**config.mk**
```make
export PLATFORM = sky130hd
export DESIGN_NAME = bitmap_run_allocator_top
export DESIGN_NICKNAME = d
export VERILOG_FILES = /design/src/design/bra_pkg.sv /design/src/design/bitmap_run_allocator_top.sv /design/src/design/bra_cell.sv /design/src/design/bra_head.sv
export SDC_FILE = /design/constraint.sdc
export NUM_CORES = 2
export LEC_CHECK = 0
export ABC_CLOCK_PERIOD_IN_PS = 9400
export BUFFER_PORTS_ARGS = -buffer_cell sky130_fd_sc_hd__buf_2
export CORE_UTILIZATION = 57
export DETAILED_ROUTE_END_ITERATION = 10
export PLACE_DENSITY_LB_ADDON = 0.05
export SYNTH_ARGS = -nofsm -noshare
export SYNTH_HDL_FRONTEND = slang
export SYNTH_SLANG_ARGS = --single-unit
```
**constraint.sdc**
```tcl
create_clock -name clk -period 9.4 [get_ports clk]
set_clock_uncertainty 0.1 [all_clocks]
set_input_delay 1.41 -clock clk [delete_from_list [all_inputs] [get_ports clk]]
set_output_delay 1.41 -clock clk [all_outputs]
set_load 0.02 [all_outputs]
```
**src/design/bra_pkg.sv**
```systemverilog
// Shared types and constants for the bitmap run allocator.
// Used by bra_cell, bra_head and bitmap_run_allocator_top; depends on nothing.
package bra_pkg;

  // Bitmap geometry: the ring holds the bitmap as 32-bit words.
  localparam int MAX_BITS   = 1024;
  localparam int WORD_BITS  = 32;
  localparam int NUM_WORDS  = MAX_BITS / WORD_BITS;
  localparam int WORD_IDX_W = $clog2(NUM_WORDS);
  localparam int OFF_W      = $clog2(WORD_BITS);

  // Field widths.
  localparam int IDX_W = 10;
  localparam int LEN_W = 11;
  localparam int CFG_W = 8;

  // Configuration limits and reset value.
  localparam int          MAX_BYTES = MAX_BITS / 8;
  localparam logic [7:0]  CFG_RESET = 8'd128;

  typedef logic [WORD_BITS-1:0] word_t;

  // Request codes.
  typedef enum logic [1:0] {
    REQ_CLEAR = 2'd0,
    REQ_TEST  = 2'd1,
    REQ_WRITE = 2'd2,
    REQ_SCAN  = 2'd3
  } req_t;

  // Result status codes.
  typedef enum logic [1:0] {
    STAT_OK     = 2'd0,
    STAT_NO_RUN = 2'd1,
    STAT_RANGE  = 2'd2
  } status_t;

  // Input transaction payload.
  typedef struct packed {
    req_t             req_type;
    logic [IDX_W-1:0] bit_index;
    logic             bit_value;
    logic [LEN_W-1:0] run_length;
  } in_t;

  // Output transaction payload.
  typedef struct packed {
    logic             bit_state;
    logic [IDX_W-1:0] start_index;
    status_t          status;
  } out_t;

  // Control from the sequencer to the head unit.
  typedef struct packed {
    logic                  init;
    logic                  step;
    logic [WORD_IDX_W-1:0] cnt;
    req_t                  op;
    logic [IDX_W-1:0]      idx;
    logic                  val;
    logic [LEN_W-1:0]      len;
    logic [LEN_W-1:0]      nbits;
  } head_ctrl_t;

  // Results gathered by the head unit over one trip around the ring.
  typedef struct packed {
    logic             found;
    logic [IDX_W-1:0] start;
    logic             tbit;
  } head_res_t;

endpackage

```
**src/design/bitmap_run_allocator_top.sv**
```systemverilog
// Top level of the bitmap run allocator: sequencer, ring of word cells, head unit.
// Depends on bra_pkg, bra_cell and bra_head.
//
//   channel | direction | handshake            | payload
//   --------+-----------+----------------------+------------------------------
//   in      | input     | in_valid / in_ready  | in_data  (bra_pkg::in_t)
//   out     | output    | out_valid / out_ready| out_data (bra_pkg::out_t)
//   cfg     | input     | cfg_wr_en            | cfg_wr_data (length_bytes)
//
// Test, write and scan send the 32 words once around the ring of cells, one word
// per cycle through the head unit.
// Clear all, out-of-range test and write indices and zero-length scans skip the ring.
// The output register lets a new transaction be accepted while a result waits.
// Reset (rst, synchronous) frees every bit and sets length_bytes to 128.
// A stalled output holds the finished result in the sequencer until it can move on.
module bitmap_run_allocator_top (
  input  logic                      clk,
  input  logic                      rst,
  input  logic                      in_valid,
  output logic                      in_ready,
  input  bra_pkg::in_t              in_data,
  output logic                      out_valid,
  input  logic                      out_ready,
  output bra_pkg::out_t             out_data,
  input  logic                      cfg_wr_en,
  input  logic [bra_pkg::CFG_W-1:0] cfg_wr_data
);

  typedef enum logic [2:0] {
    S_IDLE = 3'b001,
    S_ROT  = 3'b010,
    S_DONE = 3'b100
  } state_t;

  localparam logic [bra_pkg::WORD_IDX_W-1:0] LAST =
    bra_pkg::WORD_IDX_W'(bra_pkg::NUM_WORDS - 1);

  state_t                          state;
  logic [bra_pkg::WORD_IDX_W-1:0]  cnt;
  bra_pkg::in_t                    req_q;
  logic [bra_pkg::CFG_W-1:0]       len_bytes;
  bra_pkg::out_t                   res_q;
  logic                            rotated;

  logic                      accept;
  logic [bra_pkg::CFG_W-1:0] eff_bytes;
  logic [bra_pkg::LEN_W-1:0] nbits;
  logic                      in_range;
  logic                      needs_rot;
  bra_pkg::out_t             imm_res;
  bra_pkg::out_t             result;
  logic                      out_free;
  bra_pkg::head_ctrl_t       ctrl;
  bra_pkg::head_res_t        hres;
  bra_pkg::word_t            tail;
  bra_pkg::word_t            ring [bra_pkg::NUM_WORDS];

  // Configuration register.
  always_ff @(posedge clk) begin
    if (rst) begin
      len_bytes <= bra_pkg::CFG_RESET;
    end else if (cfg_wr_en) begin
      len_bytes <= cfg_wr_data;
    end
  end

  // Active bit count, limited to the storage size.
  assign eff_bytes = (len_bytes > bra_pkg::CFG_W'(bra_pkg::MAX_BYTES)) ?
                     bra_pkg::CFG_W'(bra_pkg::MAX_BYTES) : len_bytes;
  assign nbits     = bra_pkg::LEN_W'(eff_bytes) << 3;

  assign in_ready = (state == S_IDLE);
  assign accept   = in_valid && in_ready;
  assign in_range = (bra_pkg::LEN_W'(in_data.bit_index) < nbits);
  assign out_free = !out_valid || out_ready;

  // Decide at accept time whether the transaction needs a trip around the ring.
  always_comb begin
    imm_res   = '{bit_state: 1'b0, start_index: '0, status: bra_pkg::STAT_OK};
    needs_rot = 1'b0;
    case (in_data.req_type)
      bra_pkg::REQ_CLEAR: begin
        needs_rot = 1'b0;
      end
      bra_pkg::REQ_TEST, bra_pkg::REQ_WRITE: begin
        if (in_range) begin
          needs_rot = 1'b1;
        end else begin
          imm_res.status = bra_pkg::STAT_RANGE;
        end
      end
      bra_pkg::REQ_SCAN: begin
        needs_rot = (in_data.run_length != '0);
      end
      default: begin
        needs_rot = 1'b0;
      end
    endcase
  end

  // Result: from the head unit after a trip around the ring, else the immediate result.
  always_comb begin
    result = res_q;
    if (rotated) begin
      result = '{bit_state: 1'b0, start_index: '0, status: bra_pkg::STAT_OK};
      case (req_q.req_type)
        bra_pkg::REQ_TEST: begin
          result.bit_state = hres.tbit;
        end
        bra_pkg::REQ_SCAN: begin
          if (hres.found) begin
            result.start_index = hres.start;
          end else begin
            result.status = bra_pkg::STAT_NO_RUN;
          end
        end
        default: begin
          result.status = bra_pkg::STAT_OK;
        end
      endcase
    end
  end

  // Sequencer.
  always_ff @(posedge clk) begin
    if (rst) begin
      state   <= S_IDLE;
      cnt     <= '0;
      rotated <= 1'b0;
    end else begin
      case (state)
        S_IDLE: begin
          if (accept) begin
            cnt     <= '0;
            rotated <= needs_rot;
            state   <= needs_rot ? S_ROT : S_DONE;
          end
        end
        S_ROT: begin
          cnt <= cnt + 1'b1;
          if (cnt == LAST) begin
            state <= S_DONE;
          end
        end
        S_DONE: begin
          if (out_free) begin
            state <= S_IDLE;
          end
        end
        default: begin
          state <= S_IDLE;
        end
      endcase
    end
  end

  // Latched request and immediate result.
  always_ff @(posedge clk) begin
    if (accept) begin
      req_q <= in_data;
      res_q <= imm_res;
    end
  end

  // Output register.
  always_ff @(posedge clk) begin
    if (rst) begin
      out_valid <= 1'b0;
    end else if (state == S_DONE && out_free) begin
      out_valid <= 1'b1;
    end else if (out_ready) begin
      out_valid <= 1'b0;
    end
  end

  always_ff @(posedge clk) begin
    if (state == S_DONE && out_free) begin
      out_data <= result;
    end
  end

  // Head unit control.
  assign ctrl.init  = accept;
  assign ctrl.step  = (state == S_ROT);
  assign ctrl.cnt   = cnt;
  assign ctrl.op    = req_q.req_type;
  assign ctrl.idx   = req_q.bit_index;
  assign ctrl.val   = req_q.bit_value;
  assign ctrl.len   = req_q.run_length;
  assign ctrl.nbits = nbits;

  bra_head u_head (
    .clk  (clk),
    .rst  (rst),
    .ctrl (ctrl),
    .head (ring[0]),
    .tail (tail),
    .res  (hres)
  );

  // Ring of cells: each takes its upper neighbor's word, the last takes the head output.
  for (genvar k = 0; k < bra_pkg::NUM_WORDS; k++) begin : g_cell
    bra_pkg::word_t d;
    if (k == bra_pkg::NUM_WORDS - 1) begin : g_last
      assign d = tail;
    end else begin : g_mid
      assign d = ring[k+1];
    end
    bra_cell u_cell (
      .clk   (clk),
      .rst   (rst),
      .shift (state == S_ROT),
      .clear (accept && in_data.req_type == bra_pkg::REQ_CLEAR),
      .d     (d),
      .q     (ring[k])
    );
  end

  // A trip around the ring always ends after the last word.
  a_trip_end: assert property (@(posedge clk) disable iff (rst)
    (state == S_ROT && cnt == LAST) |=> (state == S_DONE))
    else $error("ring trip did not end on the last word");

  // The bitmap holds still while a result is handed over.
  a_ring_still: assert property (@(posedge clk) disable iff (rst)
    (state == S_DONE) |=> $stable(ring[0]))
    else $error("ring moved outside a trip");

  // A finished result reaches the output register when it is free.
  a_result_out: assert property (@(posedge clk) disable iff (rst)
    (state == S_DONE && out_free) |=> (out_valid && state == S_IDLE))
    else $error("finished result not delivered");

endmodule

```
**src/design/bra_cell.sv**
```systemverilog
// One cell of the bitmap ring: holds one 32-bit word of the bitmap.
// Depends on bra_pkg for the word type.
module bra_cell (
  input  logic          clk,
  input  logic          rst,
  input  logic          shift,
  input  logic          clear,
  input  bra_pkg::word_t d,
  output bra_pkg::word_t q
);

  // Reset and clear-all free every bit; a shift takes the neighbor's word.
  always_ff @(posedge clk) begin
    if (rst || clear) begin
      q <= '0;
    end else if (shift) begin
      q <= d;
    end
  end

endmodule

```
**src/design/bra_head.sv**
```systemverilog
// Head unit of the bitmap ring: edits, tests and scans the word leaving cell 0.
// Depends on bra_pkg for the word, request and control types.
module bra_head (
  input  logic                clk,
  input  logic                rst,
  input  bra_pkg::head_ctrl_t ctrl,
  input  bra_pkg::word_t      head,
  output bra_pkg::word_t      tail,
  output bra_pkg::head_res_t  res
);

  localparam int GW_W = bra_pkg::LEN_W - bra_pkg::OFF_W;

  logic [bra_pkg::LEN_W-1:0] carry;
  logic                      found;
  logic [bra_pkg::IDX_W-1:0] start_q;
  logic                      tbit;

  logic                        word_hit;
  logic [bra_pkg::OFF_W-1:0]   off;
  bra_pkg::word_t              valid;
  bra_pkg::word_t              view;
  logic [bra_pkg::LEN_W-1:0]   run [bra_pkg::WORD_BITS];
  bra_pkg::word_t              hit;
  logic [bra_pkg::OFF_W-1:0]   pick;
  logic [bra_pkg::LEN_W-1:0]   carry_next;
  logic [bra_pkg::LEN_W:0]     start_w;
  logic [GW_W-1:0]             full_words;
  logic [GW_W-1:0]             cnt_ext;

  // Position of the highest set bit of a word.
  function automatic logic [bra_pkg::OFF_W-1:0] msb_pos(input bra_pkg::word_t m);
    logic [bra_pkg::OFF_W-1:0] p;
    p = '0;
    for (int i = 0; i < bra_pkg::WORD_BITS; i++) begin
      if (m[i]) begin
        p = bra_pkg::OFF_W'(i);
      end
    end
    return p;
  endfunction

  assign word_hit = (ctrl.cnt == ctrl.idx[bra_pkg::IDX_W-1:bra_pkg::OFF_W]);
  assign off      = ctrl.idx[bra_pkg::OFF_W-1:0];

  // A write replaces one bit as its word passes the head.
  always_comb begin
    tail = head;
    if (ctrl.op == bra_pkg::REQ_WRITE && word_hit) begin
      tail[off] = ctrl.val;
    end
  end

  // Bits at or beyond the active length look used to the scan.
  assign full_words = ctrl.nbits[bra_pkg::LEN_W-1:bra_pkg::OFF_W];
  assign cnt_ext    = GW_W'(ctrl.cnt);

  always_comb begin
    for (int j = 0; j < bra_pkg::WORD_BITS; j++) begin
      if (cnt_ext < full_words) begin
        valid[j] = 1'b1;
      end else if (cnt_ext == full_words) begin
        valid[j] = (bra_pkg::OFF_W'(j) < ctrl.nbits[bra_pkg::OFF_W-1:0]);
      end else begin
        valid[j] = 1'b0;
      end
    end
  end

  assign view = head | ~valid;

  // Length of the free run that ends at each bit, counting the carried run.
  always_comb begin
    bra_pkg::word_t mk;
    for (int j = 0; j < bra_pkg::WORD_BITS; j++) begin
      for (int k = 0; k < bra_pkg::WORD_BITS; k++) begin
        mk[k] = view[k] && (k <= j);
      end
      if (mk == '0) begin
        run[j] = carry + bra_pkg::LEN_W'(j + 1);
      end else begin
        run[j] = bra_pkg::LEN_W'(j) - bra_pkg::LEN_W'(msb_pos(mk));
      end
      hit[j] = (run[j] >= ctrl.len);
    end
  end

  // Lowest bit at which the run reaches the requested length.
  always_comb begin
    pick = '0;
    for (int j = bra_pkg::WORD_BITS - 1; j >= 0; j--) begin
      if (hit[j]) begin
        pick = bra_pkg::OFF_W'(j);
      end
    end
  end

  assign carry_next = run[bra_pkg::WORD_BITS-1];
  assign start_w    = (bra_pkg::LEN_W + 1)'({ctrl.cnt, pick}) + (bra_pkg::LEN_W + 1)'(1)
                      - (bra_pkg::LEN_W + 1)'(ctrl.len);

  // Scan and test state, restarted with every accepted transaction.
  always_ff @(posedge clk) begin
    if (rst || ctrl.init) begin
      carry   <= '0;
      found   <= 1'b0;
      start_q <= '0;
      tbit    <= 1'b0;
    end else if (ctrl.step) begin
      if (ctrl.op == bra_pkg::REQ_SCAN && !found) begin
        carry <= carry_next;
        if (hit != '0) begin
          found   <= 1'b1;
          start_q <= start_w[bra_pkg::IDX_W-1:0];
        end
      end
      if (ctrl.op == bra_pkg::REQ_TEST && word_hit) begin
        tbit <= head[off];
      end
    end
  end

  assign res.found = found;
  assign res.start = start_q;
  assign res.tbit  = tbit;

  // Once a run is found the scan keeps that answer for the rest of the trip.
  a_found_sticky: assert property (@(posedge clk) disable iff (rst)
    (ctrl.step && !ctrl.init && found) |=> (found && $stable(start_q)))
    else $error("found run lost during scan");

endmodule
```
==> flow_metrics.env <==
export IMPL_grt_remaining_overflow=0
export IMPL_p_clk_share_pct=42.4
export IMPL_drtPass1Iterations=6
export IMPL_hold_viol_final=0
export IMPL_dr_first_iter_drc_count=4656
export IMPL_path_max_fanout=23
export IMPL_grt_use_total_pct=31.4
export IMPL_dp_cells=8098
export IMPL_setup_viol=0
export IMPL_coreArea_um2=95200
export IMPL_synth_area_um2=54800
export IMPL_ff2ff_path_depth=34
export IMPL_startpoint="len_bytes[7]"
export IMPL_drc_errors=0
export IMPL_cts_setup_buffers=0
export IMPL_cts_resized=0
export IMPL_cp_required_ns=9.87
export IMPL_min_delay_start="g_cell[1].u_cell.q[4]"
export IMPL_final_cells=8295
export IMPL_synthFlopType="dfxtp_1"
export IMPL_crit_top_cell="ha_1"
export IMPL_grt_max_degree=238
export IMPL_clkTransAtPathRegs_ns=0.07
export IMPL_hold_ws_ns=0.317
export IMPL_drive_gt1_share_pct=5.97
export IMPL_netlist_cell_type_count=90
export IMPL_maxCapViolations=0
export IMPL_fin_crit_sh_pct=90.7
export IMPL_cts_root_buf="clkbuf_16"
export IMPL_die_h_um=312
export IMPL_r2r_end="u_head.start_q[9]"
export IMPL_fillCellCount=8652
export IMPL_crit_arrival_ns=9.00
export IMPL_antenna_left=0
export IMPL_yosysMostFrequentCell="nand2_1"
export IMPL_p_leak_nw=21.7
export IMPL_hold_class="reg -> reg"
export IMPL_yosys_warnings=0
export IMPL_via_count=47638
export IMPL_status="complete, no violations"
export IMPL_wl_um=156000
export IMPL_power_switching_share_pct=25.5
export IMPL_clockBufferDepth=3
export IMPL_crit_path_end="u_head.start_q[9]"
export IMPL_synth_fp_nets=7615
export IMPL_gp_congestion=1.04
export IMPL_cts_buffers=105
export IMPL_synth_largest_area_cell="dfxtp_1"
export IMPL_seq_area_frac_synth_pct=41.0
export IMPL_power_density_nw_per_um2=174
export IMPL_holdBufCountCts=0
export IMPL_ir_drop_uv=185
export IMPL_cts_sinks=1103
export IMPL_grt_pass1_wl_um=246000
export IMPL_avgViaCountPerCell=5.74
export IMPL_timing_reg2reg_setup_slack_ns=0.87
export IMPL_worst_path_max_delay_cell="or4b_2"
export IMPL_die_w_um=312
export IMPL_min_period_ns=8.53
export IMPL_synth_common_cells="nand2_1, a21oi_1, dfxtp_1"
export IMPL_ios=52
export IMPL_start_util_pct=57.6
export IMPL_relSlewSlack_pct=21.9
export IMPL_final_nets=7411
export IMPL_synth_top_area_share_pct=38.9
export IMPL_tightest_slew_ns=1.16
export IMPL_syn_to_final_growth_pct=8.79
export IMPL_p_total_mw=10.4
export IMPL_cts_tree="yes"
export IMPL_antenna_cells=0
export IMPL_antenna_found_initial=2
export IMPL_num_rows=113
export IMPL_drv_slew=0
export IMPL_power_frac_seq_pct=45.6
export IMPL_worstSetupPathType="reg -> reg"
export IMPL_grt_pass1_vias=43629
export IMPL_power_frac_comb_pct=12.0
export IMPL_start_kind="flip-flop"
export IMPL_pre_cts_ws_ns=1.13
export IMPL_clock_fmax_ghz=0.117
export IMPL_avgSynthCellArea_um2=7.67
export IMPL_synth_area_leaders="dfxtp_1, nand2_1, a21oi_1"
export IMPL_htree_num_levels=3
export IMPL_critPathCaptureType="flip-flop"
export IMPL_netSwitchingPower_mw=2.66
export IMPL_io_buffers=51
export IMPL_synthCells=7144
export IMPL_timing_setup_tns_ns=0
export IMPL_setup_ws_ns=0.874
export IMPL_clk_latency_ns=0.69
export IMPL_die_area_um2=97400
export IMPL_rsz0062_at_grt="false"
export IMPL_synth_edff_count=38
export IMPL_dp_hpwl_um=104000
export IMPL_routedWlPerCell_um=18.8
export IMPL_postSynth_asyncResetShare_pct=0
export IMPL_ys_ff_latch=1103
export IMPL_critPathMaxStageDelay_ns=0.62
export IMPL_p_int_mw=7.75
export IMPL_r2r_start="len_bytes[7]"
## per-layer routing
metal	GRT usage, %	routed length (um)	up-vias
met5	0	34	-
met4	15.7	8820	4
met3	5.15	10400	443
met2	48.9	68300	1494
met1	42.1	68600	22103
li1	-	-	23594
## sequential cells by signal (all words and copies together), names as in the netlist
register,cells
rotated,1
u_head.found,1
cnt,5
ctrl,24
out_data,13
state,3
u_head.tbit,1
u_head.start_q,10
u_head.carry,11
len_bytes,8
res_q,1
out_valid,1
g_cell.u_cell.q,1024
## through the flow
step | util (%) | area, um2
2_1_floorplan | - | 54800
3_3_place_gp | 58.8 | 55900
3_5_place_dp | 58.8 | 55900
4_1_cts | 62.7 | 59600
5_1_grt | 62.7 | 59600
6_report | 62.7 | 59600
## power by group through the flow
stage	registers [mW]	clock network (mW)	logic (mW)
after floorplan	4.83	0	0.871
after global placement	4.84	0	1.21
after detailed placement	4.84	0	1.22
after CTS	4.74	4.52	1.22
after global routing	4.74	4.71	1.38
final	4.74	4.41	1.25
## layout make-up
cell class | instances | area, um2 | share of cell area (%)
multi-input combinational | 5482 | 30300 | 50.8
sequential | 1103 | 22500 | 37.7
clock buffer | 154 | 3130 | 5.26
tap | 1265 | 1580 | 2.65
timing repair buffer | 167 | 1280 | 2.14
clock inverter | 43 | 588 | 0.986
inverter | 81 | 304 | 0.510
## cell families (layout without fill, tap and decap cells)
logic type | after synthesis | count (layout) | synth area share (%)
mux | 70 | 70 | 1.49
simple gates | 3058 | 3058 | 22.7
xor+xnor | 235 | 235 | 3.76
fa+ha+maj | 434 | 434 | 9.92
compound gates | 1685 | 1685 | 17.3
flops | 1103 | 1103 | 41.0
buf+inv | 559 | 445 | 3.86
## cells in the final DEF (no fill, tap or decap), types with 50 or more instances in the layout
| master | count |
|---|---|
| xor2_1 | 87 |
| xnor2_1 | 147 |
| nand2_1 | 2194 |
| clkbuf_16 | 107 |
| inv_1 | 77 |
| buf_4 | 104 |
| nand3_1 | 69 |
| mux2i_1 | 50 |
| ha_1 | 431 |
| buf_2 | 51 |
| o21ai_0 | 134 |
| nor2_1 | 457 |
| nor3_1 | 71 |
| dfxtp_1 | 1058 |
| a21oi_1 | 1194 |
## how the worst min path moves through the flow
stage | end | slack (ns) | cells after the start
2_1_floorplan | g_cell[10].u_cell.q[0] | 0.33 | 2
3_3_place_gp | g_cell[18].u_cell.q[5] | 0.34 | 2
3_5_place_dp | g_cell[12].u_cell.q[1] | 0.34 | 2
4_1_cts | g_cell[0].u_cell.q[4] | 0.31 | 2
5_1_grt | g_cell[25].u_cell.q[9] | 0.33 | 2
6_report | g_cell[0].u_cell.q[4] | 0.32 | 2
## critical path, delay by kind of cell (launching register included)
kind	cells	cell delay (ns)
XOR/XNOR	1	0.08
AO/OA/AOI/OAI	12	2.39
multiplexers	1	0.39
flip-flops	1	0.51
adder cells (fa/ha/maj)	5	1.40
buffers and inverters	4	0.70
AND/OR/NAND/NOR	11	2.85
No activity file was read; power rests on OpenSTA's default activity.
